[config.mk]
export PLATFORM = sky130hd
export DESIGN_NAME = positional_ordered_list
export DESIGN_NICKNAME = d
export VERILOG_FILES = /design/src/rtl/core/pol_pkg.sv /design/src/rtl/core/pol_cell.sv /design/src/rtl/core/positional_ordered_list.sv
export SDC_FILE = /design/constraint.sdc
export NUM_CORES = 2
export LEC_CHECK = 0
export BUFFER_PORTS_ARGS = -buffer_cell sky130_fd_sc_hd__buf_2
export CELL_PAD_IN_SITES_DETAIL_PLACEMENT = 0
export CELL_PAD_IN_SITES_GLOBAL_PLACEMENT = 1
export CORE_MARGIN = 2
export CORE_UTILIZATION = 45
export CTS_CLUSTER_DIAMETER = 50
export DETAILED_ROUTE_END_ITERATION = 6
export PLACE_DENSITY_LB_ADDON = 0.3
export SLEW_MARGIN = 20
export SYNTH_ARGS = -nofsm -noshare
export SYNTH_HDL_FRONTEND = slang
export SYNTH_SLANG_ARGS = --single-unit
[constraint.sdc]
create_clock -name clock -period 8.9 [get_ports clock]
set_input_delay 1.78 -clock clock [delete_from_list [all_inputs] [get_ports clock]]
set_output_delay 1.78 -clock clock [all_outputs]
set_load 0.01 [all_outputs]
[src/rtl/core/pol_pkg.sv]
`timescale 1ns / 1ps
`default_nettype none
// ----------------------------------------------------------------------------
// pol_pkg : shared definitions for the positional ordered list
// word layouts, operation and status codes, cell control types
// ----------------------------------------------------------------------------
package pol_pkg;

   // default list depth
   localparam int DEPTH_DEFAULT = 16;

   // field widths
   localparam int OP_W     = 3;
   localparam int VALUE_W  = 32;
   localparam int POS_W    = 5;
   localparam int STATUS_W = 2;
   localparam int COUNT_W  = 5;

   // word widths, padded to whole bytes
   localparam int REQ_W = 40;
   localparam int RSP_W = 104;

   // operation codes
   localparam logic [OP_W-1:0] OP_INS_FIRST = 3'd0;
   localparam logic [OP_W-1:0] OP_INS_LAST  = 3'd1;
   localparam logic [OP_W-1:0] OP_INS_AT    = 3'd2;
   localparam logic [OP_W-1:0] OP_DEL_FIRST = 3'd3;
   localparam logic [OP_W-1:0] OP_DEL_LAST  = 3'd4;
   localparam logic [OP_W-1:0] OP_DEL_AT    = 3'd5;
   localparam logic [OP_W-1:0] OP_SEARCH    = 3'd6;

   // status codes
   localparam logic [STATUS_W-1:0] ST_OK    = 2'd0;
   localparam logic [STATUS_W-1:0] ST_FULL  = 2'd1;
   localparam logic [STATUS_W-1:0] ST_EMPTY = 2'd2;
   localparam logic [STATUS_W-1:0] ST_RANGE = 2'd3;

   // cell update kinds
   localparam int KIND_W = 2;
   localparam logic [KIND_W-1:0] KIND_HOLD = 2'd0;
   localparam logic [KIND_W-1:0] KIND_INS  = 2'd1;
   localparam logic [KIND_W-1:0] KIND_DEL  = 2'd2;

   // broadcast control to every cell
   typedef struct packed {
      logic [KIND_W-1:0]         kind;
      logic signed [VALUE_W-1:0] ins_value;
      logic                      search_en;
      logic signed [VALUE_W-1:0] search_value;
   } cell_ctrl_type;

   // partial result collected along the chain
   typedef struct packed {
      logic                      found;
      logic signed [VALUE_W-1:0] last_value;
      logic signed [VALUE_W-1:0] second_last_value;
   } col_type;

endpackage
`default_nettype wire

[src/rtl/core/pol_cell.sv]
`timescale 1ns / 1ps
`default_nettype none
// ----------------------------------------------------------------------------
// pol_cell : one list slot
// holds one entry, shifts towards either neighbour on insert or delete and
// passes search and tail information one hop down the chain each cycle
// ----------------------------------------------------------------------------
module pol_cell #(
   parameter int IDX  = 0,
   parameter int IDXW = 4,
   parameter int CW   = 5
) (
   input  wire logic                                 clock,
   input  wire pol_pkg::cell_ctrl_type               ctrl,
   input  wire logic [IDXW-1:0]                      slot,
   input  wire logic [CW-1:0]                        count,
   input  wire logic signed [pol_pkg::VALUE_W-1:0]   left_value,
   input  wire logic signed [pol_pkg::VALUE_W-1:0]   right_value,
   input  wire pol_pkg::col_type                     col_right,
   output logic signed [pol_pkg::VALUE_W-1:0]        value_ff,
   output pol_pkg::col_type                          col_ff
);

   logic signed [pol_pkg::VALUE_W-1:0] value_in;
   pol_pkg::col_type                   col_in;
   logic                               above_slot;
   logic                               at_slot;
   logic                               is_live;
   logic                               is_last;
   logic                               is_second_last;

   // position of this slot against the broadcast slot and count
   assign above_slot     = IDXW'(IDX) > slot;
   assign at_slot        = IDXW'(IDX) == slot;
   assign is_live        = CW'(IDX) < count;
   assign is_last        = (CW + 1)'(count) == (CW + 1)'(IDX + 1);
   assign is_second_last = (CW + 1)'(count) == (CW + 1)'(IDX + 2);

   // entry update
   always_comb begin
      value_in = value_ff;
      unique case (ctrl.kind)
         pol_pkg::KIND_INS: begin
            if (above_slot) begin
               value_in = left_value;
            end else if (at_slot) begin
               value_in = ctrl.ins_value;
            end
         end
         pol_pkg::KIND_DEL: begin
            if (above_slot || at_slot) begin
               value_in = right_value;
            end
         end
         default: begin
            value_in = value_ff;
         end
      endcase
   end

   // merge own contribution into the word coming from the right
   always_comb begin
      col_in       = col_right;
      col_in.found = col_right.found
                   | (ctrl.search_en && is_live && (value_ff == ctrl.search_value));
      if (is_last) begin
         col_in.last_value = value_ff;
      end
      if (is_second_last) begin
         col_in.second_last_value = value_ff;
      end
   end

   // storage
   always_ff @(posedge clock) begin
      value_ff <= value_in;
      col_ff   <= col_in;
   end

endmodule
`default_nettype wire

[src/rtl/core/positional_ordered_list.sv]
`timescale 1ns / 1ps
`default_nettype none
// ----------------------------------------------------------------------------
// positional_ordered_list : bounded ordered list of signed 32-bit values
// insert and delete at front, back or 1-based position, and value search,
// built as a chain of slot cells
// ----------------------------------------------------------------------------
//  channel  dir  handshake             tdata fields (low bit up)
//  req      in   req_tvalid/tready     op[2:0] value[34:3] position[39:35]
//  rsp      out  rsp_tvalid/tready     status found count first last second_last
//
//  a request runs from acceptance to its result word in two phases: first every
//  cell shifts at once, then the search flag and tail values travel one cell a
//  cycle down the chain; no new request is taken meanwhile, and the next is
//  taken the cycle after the result is registered.
//  a result still held by the receiver stalls the chain only when the next finishes.
//  reset clears the count and handshake state; cell contents stay undefined.
// ----------------------------------------------------------------------------
module positional_ordered_list #(
   parameter int DEPTH = pol_pkg::DEPTH_DEFAULT
) (
   input  wire logic                        clock,
   input  wire logic                        reset,
   input  wire logic                        req_tvalid,
   output logic                             req_tready,
   // op[2:0], value[34:3], position[39:35]
   input  wire logic [pol_pkg::REQ_W-1:0]   req_tdata,
   output logic                             rsp_tvalid,
   input  wire logic                        rsp_tready,
   // status[1:0], found[2], count[7:3], first_value[39:8],
   // last_value[71:40], second_last_value[103:72]
   output logic [pol_pkg::RSP_W-1:0]        rsp_tdata
);

   localparam int IDXW = $clog2(DEPTH);
   localparam int CW   = $clog2(DEPTH + 1);
   localparam int CMPW = ((CW > pol_pkg::POS_W) ? CW : pol_pkg::POS_W) + 1;

   localparam logic ST_IDLE    = 1'b0;
   localparam logic ST_COLLECT = 1'b1;

   logic                               state_ff, state_in;
   logic [CW-1:0]                      tick_ff, tick_in;
   logic [CW-1:0]                      count_ff, count_in;
   logic                               search_ff, search_in;
   logic signed [pol_pkg::VALUE_W-1:0] search_value_ff, search_value_in;
   logic                               rsp_valid_ff, rsp_valid_in;
   logic [pol_pkg::RSP_W-1:0]          rsp_data_ff, rsp_data_in;
   logic [pol_pkg::STATUS_W-1:0]       status_ff, status_in;

   logic [pol_pkg::OP_W-1:0]           req_op;
   logic signed [pol_pkg::VALUE_W-1:0] req_value;
   logic [pol_pkg::POS_W-1:0]          req_pos;
   logic                               req_accept;
   logic                               collect_done;
   logic                               list_full;
   logic                               list_empty;
   logic [CMPW-1:0]                    pos_w;
   logic [CMPW-1:0]                    count_w;
   logic [pol_pkg::KIND_W-1:0]         kind;
   logic [IDXW-1:0]                    slot;
   logic [pol_pkg::STATUS_W-1:0]       status_dec;
   logic [CW-1:0]                      count_dec;
   logic                               search_dec;

   pol_pkg::cell_ctrl_type             ctrl;
   logic signed [pol_pkg::VALUE_W-1:0] cell_value [DEPTH];
   pol_pkg::col_type                   col [DEPTH+1];
   logic signed [pol_pkg::VALUE_W-1:0] first_value;

   // request word fields
   assign req_op    = req_tdata[2:0];
   assign req_value = req_tdata[34:3];
   assign req_pos   = req_tdata[39:35];

   assign req_tready   = (state_ff == ST_IDLE);
   assign req_accept   = req_tvalid && req_tready;
   assign collect_done = (state_ff == ST_COLLECT) && (tick_ff == CW'(DEPTH))
                       && (!rsp_valid_ff || rsp_tready);

   assign list_full  = (count_ff == CW'(DEPTH));
   assign list_empty = (count_ff == '0);
   assign pos_w      = CMPW'(req_pos);
   assign count_w    = CMPW'(count_ff);

   // request decode against the current count
   always_comb begin
      status_dec = pol_pkg::ST_OK;
      kind       = pol_pkg::KIND_HOLD;
      slot       = '0;
      count_dec  = count_ff;
      search_dec = 1'b0;
      case (req_op) inside
         pol_pkg::OP_INS_FIRST, pol_pkg::OP_INS_LAST, pol_pkg::OP_INS_AT: begin
            if (list_full) begin
               status_dec = pol_pkg::ST_FULL;
            end else if (req_op == pol_pkg::OP_INS_FIRST) begin
               kind      = pol_pkg::KIND_INS;
               count_dec = count_ff + CW'(1);
            end else if (req_op == pol_pkg::OP_INS_LAST) begin
               kind      = pol_pkg::KIND_INS;
               slot      = count_ff[IDXW-1:0];
               count_dec = count_ff + CW'(1);
            end else if ((pos_w == '0) || (pos_w > count_w + CMPW'(1))) begin
               status_dec = pol_pkg::ST_RANGE;
            end else begin
               kind      = pol_pkg::KIND_INS;
               slot      = IDXW'(pos_w - CMPW'(1));
               count_dec = count_ff + CW'(1);
            end
         end
         pol_pkg::OP_DEL_FIRST, pol_pkg::OP_DEL_LAST, pol_pkg::OP_DEL_AT: begin
            if (list_empty) begin
               status_dec = pol_pkg::ST_EMPTY;
            end else if (req_op == pol_pkg::OP_DEL_FIRST) begin
               kind      = pol_pkg::KIND_DEL;
               count_dec = count_ff - CW'(1);
            end else if (req_op == pol_pkg::OP_DEL_LAST) begin
               count_dec = count_ff - CW'(1);
            end else if ((pos_w == '0) || (pos_w > count_w)) begin
               status_dec = pol_pkg::ST_RANGE;
            end else begin
               kind      = pol_pkg::KIND_DEL;
               slot      = IDXW'(pos_w - CMPW'(1));
               count_dec = count_ff - CW'(1);
            end
         end
         pol_pkg::OP_SEARCH: begin
            search_dec = 1'b1;
         end
         default: begin
            status_dec = pol_pkg::ST_OK;
         end
      endcase
   end

   // broadcast control to the chain
   always_comb begin
      ctrl.kind         = req_accept ? kind : pol_pkg::KIND_HOLD;
      ctrl.ins_value    = req_value;
      ctrl.search_en    = search_ff;
      ctrl.search_value = search_value_ff;
   end

   assign col[DEPTH] = '0;

   // chain of slot cells
   for (genvar gi = 0; gi < DEPTH; gi++) begin : g_cell
      logic signed [pol_pkg::VALUE_W-1:0] left_value;
      logic signed [pol_pkg::VALUE_W-1:0] right_value;

      if (gi == 0) begin : g_head
         assign left_value = '0;
      end else begin : g_body
         assign left_value = cell_value[gi-1];
      end

      if (gi == DEPTH - 1) begin : g_tail
         assign right_value = cell_value[gi];
      end else begin : g_inner
         assign right_value = cell_value[gi+1];
      end

      pol_cell #(
         .IDX  (gi),
         .IDXW (IDXW),
         .CW   (CW)
      ) u_cell (
         .clock       (clock),
         .ctrl        (ctrl),
         .slot        (slot),
         .count       (count_ff),
         .left_value  (left_value),
         .right_value (right_value),
         .col_right   (col[gi+1]),
         .value_ff    (cell_value[gi]),
         .col_ff      (col[gi])
      );
   end

   assign first_value = (count_ff != '0) ? cell_value[0] : '0;

   // sequencing and result word
   always_comb begin
      state_in        = state_ff;
      tick_in         = tick_ff;
      count_in        = count_ff;
      search_in       = search_ff;
      search_value_in = search_value_ff;
      status_in       = status_ff;
      rsp_valid_in    = rsp_valid_ff;
      rsp_data_in     = rsp_data_ff;

      if (rsp_valid_ff && rsp_tready) begin
         rsp_valid_in = 1'b0;
      end

      unique case (state_ff)
         ST_IDLE: begin
            if (req_accept) begin
               state_in        = ST_COLLECT;
               tick_in         = '0;
               count_in        = count_dec;
               search_in       = search_dec;
               search_value_in = req_value;
               status_in       = status_dec;
            end
         end
         ST_COLLECT: begin
            if (collect_done) begin
               state_in     = ST_IDLE;
               rsp_valid_in = 1'b1;
               rsp_data_in  = {col[0].second_last_value,
                               col[0].last_value,
                               first_value,
                               pol_pkg::COUNT_W'(count_ff),
                               col[0].found,
                               status_ff};
            end else if (tick_ff != CW'(DEPTH)) begin
               tick_in = tick_ff + CW'(1);
            end
         end
         default: begin
            state_in = ST_IDLE;
         end
      endcase
   end

   // control registers
   always_ff @(posedge clock) begin
      if (reset) begin
         state_ff     <= ST_IDLE;
         tick_ff      <= '0;
         count_ff     <= '0;
         search_ff    <= 1'b0;
         rsp_valid_ff <= 1'b0;
      end else begin
         state_ff     <= state_in;
         tick_ff      <= tick_in;
         count_ff     <= count_in;
         search_ff    <= search_in;
         rsp_valid_ff <= rsp_valid_in;
      end
   end

   // payload registers
   always_ff @(posedge clock) begin
      search_value_ff <= search_value_in;
      status_ff       <= status_in;
      rsp_data_ff     <= rsp_data_in;
   end

   assign rsp_tvalid = rsp_valid_ff;
   assign rsp_tdata  = rsp_data_ff;

endmodule
`default_nettype wire

Word level (Yosys, flattened, before mapping). Index checks and enable logic that the tools add are counted.

Flip-flop bits (word level): 1703. Input bits: 44. Logic and storage cells: 454.

Add/sub/neg operators: 5. Order comparisons: 34. Eq/ne operators: 95. Mux-type cells: 146. Bitwise logic cells: 16. Reduce and logical (&&, ||, !) cells: 85.

Operator list (number): $mux W32 (77); $pmux W32 S2 (15); $eq A32 B32 Y1 (16); $mux W5 (13); $reduce_and A3 Y1 (16); $ne A3 B1 Y1 const B (15); $eq A5 B4 Y1 const B (8); $lt A4 B5 Y1 const A (8); $mux W4 (10); $logic_and A1 B1 Y1 (36); $mux W2 (18); $ne A2 B1 Y1 const B (18); $eq A4 B4 Y1 const A (8); $gt A4 B4 Y1 const A (8); $eq A5 B3 Y1 const B (4); $lt A3 B5 Y1 const A (4); $logic_or A1 B1 Y1 (18); $eq A3 B4 Y1 const A (4); $gt A3 B4 Y1 const A (4); $eq A5 B5 Y1 const B (3); $or A1 B1 Y1 (15); $mux W1 (11); $add A5 B1 Y5 const B (2); $eq A5 B2 Y1 const B (2); 34 further kinds (48).

Longest topological paths before layout.
Word-level depth: 12. Gate-level depth with buffers: 19. Gate-level depth less buffers: 16.

Hierarchy. A second synthesis with hierarchy kept.

Cell total of the unflattened synthesis: 5529. Area total of the unflattened synthesis: 72867.4 µm².

By module, submodules not included: positional_ordered_list (times used 1, cells an instance 357, area an instance 5765.5 µm²); pol_cell at g_cell[4].u_cell (times used 1, cells an instance 328, area an instance 4393.0 µm²); pol_cell at g_cell[2].u_cell (times used 1, cells an instance 332, area an instance 4315.4 µm²); pol_cell at g_cell[13].u_cell (times used 1, cells an instance 327, area an instance 4269.1 µm²); pol_cell at g_cell[8].u_cell (times used 1, cells an instance 329, area an instance 4256.6 µm²); pol_cell at g_cell[14].u_cell (times used 1, cells an instance 327, area an instance 4245.3 µm²); pol_cell at g_cell[9].u_cell (times used 1, cells an instance 328, area an instance 4242.8 µm²); pol_cell at g_cell[6].u_cell (times used 1, cells an instance 328, area an instance 4230.3 µm²); pol_cell at g_cell[3].u_cell (times used 1, cells an instance 329, area an instance 4224.1 µm²); pol_cell at g_cell[5].u_cell (times used 1, cells an instance 327, area an instance 4175.3 µm²); pol_cell at g_cell[1].u_cell (times used 1, cells an instance 326, area an instance 4145.2 µm²); pol_cell at g_cell[12].u_cell (times used 1, cells an instance 328, area an instance 4144.0 µm²); pol_cell at g_cell[10].u_cell (times used 1, cells an instance 328, area an instance 4137.7 µm²); pol_cell at g_cell[15].u_cell (times used 1, cells an instance 325, area an instance 4130.2 µm²); 3 more rows.

Least setup slack after synthesis. OpenSTA, ideal clock, no wires.

Path type: input to register. Start point: input req_tdata[39] (netlist name). End point: register g_cell[12].u_cell.value_ff[0] (netlist name) (enable). Arrival: 5893 ps. Slack: 2567 ps. Cell stages on the path: 11. Cells stage by stage: ha_1 -> and3_1 -> and3_1 -> a221oi_1 -> nor2_1 -> nor2_1 -> nor4_1 -> ha_1 -> or2_2 -> clkbuf_1 -> a31oi_1.

Longest elaborated chain between the ends: 12. Elaborated cells on any way between the ends: 35. Those cells by class: order compare: 3; eq/ne: 5; mux: 21; reduce/logical: 6.

RTL lines: from (decl) (RTL line positional_ordered_list.sv:27) `input wire logic [pol_pkg::REQ_W-1:0] req_tdata,`; $gt A5 B5 Y1 / $logic_not A6 Y1 (equally long branches) (RTL line positional_ordered_list.sv:120, positional_ordered_list.sv:104); $logic_or A1 B1 Y1 (RTL line positional_ordered_list.sv:120) `end else if ((pos_w == '0) || (pos_w > count_w)) begin`; $mux W4 / $mux W2 (equally long branches) (RTL line positional_ordered_list.sv:120); $mux W4 / $mux W2 (equally long branches) (RTL line positional_ordered_list.sv:118) `end else if (req_op == pol_pkg::OP_DEL_LAST) begin`; $mux W4 / $mux W2 (equally long branches) (RTL line positional_ordered_list.sv:115) `end else if (req_op == pol_pkg::OP_DEL_FIRST) begin`; $mux W4 / $mux W2 (equally long branches) (RTL line positional_ordered_list.sv:113) `if (list_empty) begin`; $mux W4 / $mux W2 (equally long branches) (2 in a row) (RTL line positional_ordered_list.sv:93) `case (req_op) inside`; $gt A4 B4 Y1, or another cell as far along (RTL line pol_cell.sv:33) `assign above_slot = IDXW'(IDX) > slot;`; $logic_or A1 B1 Y1, or another cell as far along (RTL line pol_cell.sv:51) `if (above_slot || at_slot) begin`; $ne A2 B1 Y1 (no line), or another cell as far along; $reduce_and A3 Y1 (no line) (*); to (signal assigned) (RTL line pol_cell.sv:76) `value_ff <= value_in;`; to (decl) (RTL line pol_cell.sv:20) `output logic signed [pol_pkg::VALUE_W-1:0] value_ff,`.

Mark *: on every way between the ends. The rest lies on a longest branch, timed or not. A chain may end at the register's enable or synchronous reset.

Final worst setup path.
Start point: register count_ff[2]. End point: register g_cell[14].u_cell.value_ff[4] (netlist name), data pin.

Longest elaborated chain between the ends: 11. Elaborated cells on any way between the ends: 33. Those cells by class: add/sub: 1; order compare: 3; eq/ne: 3; mux: 23; reduce/logical: 3.

RTL lines: from (decl) (RTL line positional_ordered_list.sv:44) `logic [CW-1:0] count_ff, count_in;`; from (signal assigned) (RTL line positional_ordered_list.sv:240) `count_ff <= count_in;`; $add A5 B1 Y6 / $gt A5 B5 Y1 (equally long branches) (RTL line positional_ordered_list.sv:104, positional_ordered_list.sv:120); $gt A5 B6 Y1 / $logic_or A1 B1 Y1 (equally long branches) (RTL line positional_ordered_list.sv:104, positional_ordered_list.sv:120); $logic_or A1 B1 Y1, or another cell as far along (RTL line positional_ordered_list.sv:104) `end else if ((pos_w == '0) || (pos_w > count_w + CMPW'(1))) begin`; $mux W4, or another cell as far along (RTL line positional_ordered_list.sv:104); $mux W4, or another cell as far along (RTL line positional_ordered_list.sv:100) `end else if (req_op == pol_pkg::OP_INS_LAST) begin`; $mux W4, or another cell as far along (RTL line positional_ordered_list.sv:97) `end else if (req_op == pol_pkg::OP_INS_FIRST) begin`; $mux W4, or another cell as far along (RTL line positional_ordered_list.sv:95) `if (list_full) begin`; $mux W4 / $mux W2 (equally long branches) (RTL line positional_ordered_list.sv:93); $gt A4 B4 Y1 / $mux W2 (equally long branches) (RTL line pol_cell.sv:33, positional_ordered_list.sv:139); $mux W32, or another cell as far along (RTL line pol_cell.sv:44) `if (above_slot) begin`; $pmux W32 S2 (*) (RTL line pol_cell.sv:42) `unique case (ctrl.kind)`; via g_cell[14].u_cell.value_in (one bit) (RTL line pol_cell.sv:24) `logic signed [pol_pkg::VALUE_W-1:0] value_in;`; to (signal assigned) (RTL line pol_cell.sv:76); to (decl) (RTL line pol_cell.sv:20).

Mark *: on every way through the listed nets, which the timed path passes. The rest lies on a longest branch.

==> results.yml <==
status:
  status: "finished, final reports clean"
clocking:
  clk_pin_slew_worst_paths_ns: 0.06
  cts.path.max_buffers: 3
  h-tree-depth: 4
  cts_buffers: 189
  clk_latency_ns: 0.85
  cts_setup_buffers: 0
  postCtsHoldBufs: 0
  root_buffer: "clkbuf_16"
  clkSinkCount: 1703
  cts_resized: 0
  cts_tree: "yes"
logic_synthesis:
  synth_cell_types: 74
  synthFlopType: "dfxtp_1"
  synth_cells: 5766
  synth-seq-cells: 1703
  synth_top_area_cell: "dfxtp_1"
  syn_nets: 5831
  synth_top_cell_area_share_pct: 29.62
  synth_warnings: 0
  seq_area_frac_synth_pct: 57.04
  synth_edf_count: 650
  avgSynthCellArea_um2: 12.34
  async_flop_share_pct: 0
  syn_area_um2: 71180
  netlist_top_cells_area: "dfxtp_1, edfxtp_1, mux2_2, mux2i_1, xor2_1"
timing:
  slew_headroom_pct: 15.46
  setup_tns_ns: 0
  setup_viol: 0
  hold_violations: 0
  slew_violations: 0
  fin_crit_sh_pct: 69.60
  fmax_mhz: 161.4
  fin_skew_ns: 0.03947
  worstMarginPinSlew_ns: 1.257
  fin_ws_ns: 2.705
  period_minus_slack_ns: 6.195
  rsz0062_at_grt: "false"
finish:
  fin_util_pct: 51.28
  drive_above_1_share_pct: 27.76
  final_nets: 5840
  multiInputGateArea_um2: 28920
  final_common_cell: "dfxtp_1"
  syn_to_final_growth_pct: 12.80
  final_cells: 8002
  seqCellArea_um2: 40600
  nFillCells: 13600
  layout_common_cells: "dfxtp_1, mux2_2, edfxtp_1"
  fin_area_um2: 80290
setup_path:
  r2r-start: "count_ff[2]$_SDFFE_PP0P_"
  path_cells: "nand3_1, xnor2_1, ha_1, a21o_1, a21oi_1, a221oi_1, nor4_1, or3_2, buf_4, nand3_2, buf_4, mux2i_1, o21ai_0"
  slowest_stage: "dfxtp_1"
  cp_data_required_time_ns: 9.44
  cp-startpoint: "count_ff[2]$_SDFFE_PP0P_"
  start_kind: "flip-flop"
  crit_path_max_incr_delay_ns: 0.75
  critPathMaxFanout: 32
  critPathKind: "reg2reg"
  cp.arrival_ns: 6.73
  path_delay_family: "simple AND/OR/NAND/NOR gates"
  critPathMostFrequentCell: "buf_4"
  cp_num_buf_inv: 2
  endpoint_kind: "flip-flop"
power_and_ir_drop:
  ir_worst_vdd_v: 0.0002357
  p_per_area_nw_per_um2: 226.2
  leakage_nw: 31.88
routing:
  totalWireLength_um: 226400
  via_count: 44990
  ant_nets: 0
  drc: 0
  wire_per_inst_um: 28.29
  viasPerCell: 5.622
  drt_first_pass_iters: 7
  drt_iter0_markers: 4482
global_routing:
  grt_remaining_overflow: 0
  gr-usage-all-layers_pct: 27.47
  grt_pass1_vias: 44130
  grt_max_degree: 260
  antenna_found_initial: 4
  grt_pass1_wl_um: 326500
place:
  gp_congestion: 0.9208
  dp_hpwl_um: 158100
  post-place-ws_ns: 2.353
  dpl-instance-area_um2: 73720
  portBuffers: 149
  place_inst: 7637
hold_path:
  hold_path_class: "reg2reg"
  hp-start: "g_cell[0].u_cell.col_ff[9]$_DFF_P_"
die:
  initial_core_util_pct: 45.46
  die_area_um2: 161400
  rows: 145
  die_h_um: 401.7
  die_w_um: 401.7
  coreArea_um2: 156600
  io_pins: 150
run:
  max_cap_viol_count: 0
==> final timing paths <==
check	end	slack (ns)	depth (start not counted)
setup / recovery	g_cell[14].u_cell.value_ff[4]$_DFFE_PP_	2.71	13
hold / removal	rsp_tdata[81]$_DFFE_PP_	0.40	0
setup reg to reg	g_cell[14].u_cell.value_ff[4]$_DFFE_PP_	2.71	13
hold reg to reg	rsp_tdata[81]$_DFFE_PP_	0.40	0
==> routing by layer <==
metal	vias up	track usage [%]	wire length, um
met5	-	0	14
met4	2	11.07	9198
met3	389	3.720	15520
met2	2104	43.27	103300
met1	21840	38.21	98410
li1	20650	-	-
==> per-stage QoR <==
stage / hold slack [ns] / power, W
2_1_floorplan: 0.3819 / 0.009813
3_3_place_gp: 0.3859 / 0.01039
3_5_place_dp: 0.3887 / 0.01040
4_1_cts: 0.4022 / 0.01823
5_1_grt: 0.4042 / 0.01870
6_report: 0.4006 / 0.01816
==> cells by family (layout without fill, tap and decap cells) <==
logic type	count (synthesis)	after routing	synth area share, %
compound gates	648	648	5.569
xor+xnor	520	520	6.399
fa+ha+maj	21	21	0.3692
buf+inv	461	638	2.818
flops	1703	1703	57.04
mux	1343	1343	20.69
other cells	0	1	0
simple gates	1070	1070	7.116
==> layout make-up <==
class,instances,area share (%)
diodes,1,0.003117
clock buffers,275,6.841
clock inverters,84,1.158
inverters,21,0.1013
multi-input cells,3602,36.02
flip-flops and latches,1703,50.57
well taps,2058,3.207
repair buffers,258,2.104
==> cell usage after synthesis, types with 3 or more instances <==
cell type / n
dfxtp_1: 1053
mux2_2: 1025
edfxtp_1: 650
nand2_1: 507
clkbuf_1: 332
xor2_1: 323
mux2i_1: 318
o21ai_0: 257
xnor2_1: 197
nor4_1: 125
nor3_1: 121
nor2_1: 107
and2_1: 99
a21oi_1: 90
o21ai_1: 74
nand4_1: 58
a2bb2oi_1: 42
o22ai_1: 38
o31a_1: 35
o221ai_1: 32
a31oi_1: 28
buf_2: 28
buf_1: 23
buf_6: 21
clkbuf_2: 21
ha_1: 21
inv_1: 19
buf_4: 15
nand3_1: 15
a41o_1: 9
and3_1: 6
nand2b_1: 6
a2111oi_0: 5
a21o_1: 5
a22oi_1: 5
or4_1: 4
a21boi_0: 3
nor2b_1: 3
or3_1: 3
==> state kept, by name (all words and copies together), names as in the netlist <==
name	flops
g_cell.u_cell.value_ff	512
search_value_ff	32
status_ff	2
rsp_tvalid	1
tick_ff	5
state_ff	1
g_cell.u_cell.col_ff	1040
count_ff	5
search_ff	1
rsp_tdata	104
==> power by group <==
part,leakage [nW],internal (W),total (W),switching (W)
clock,3.12,0.00454,0.00789,0.00335
combinational,14.3,0.000570,0.00143,0.000865
sequential,14.5,0.00855,0.00884,0.000292
No activity file was read; power rests on OpenSTA's default activity.
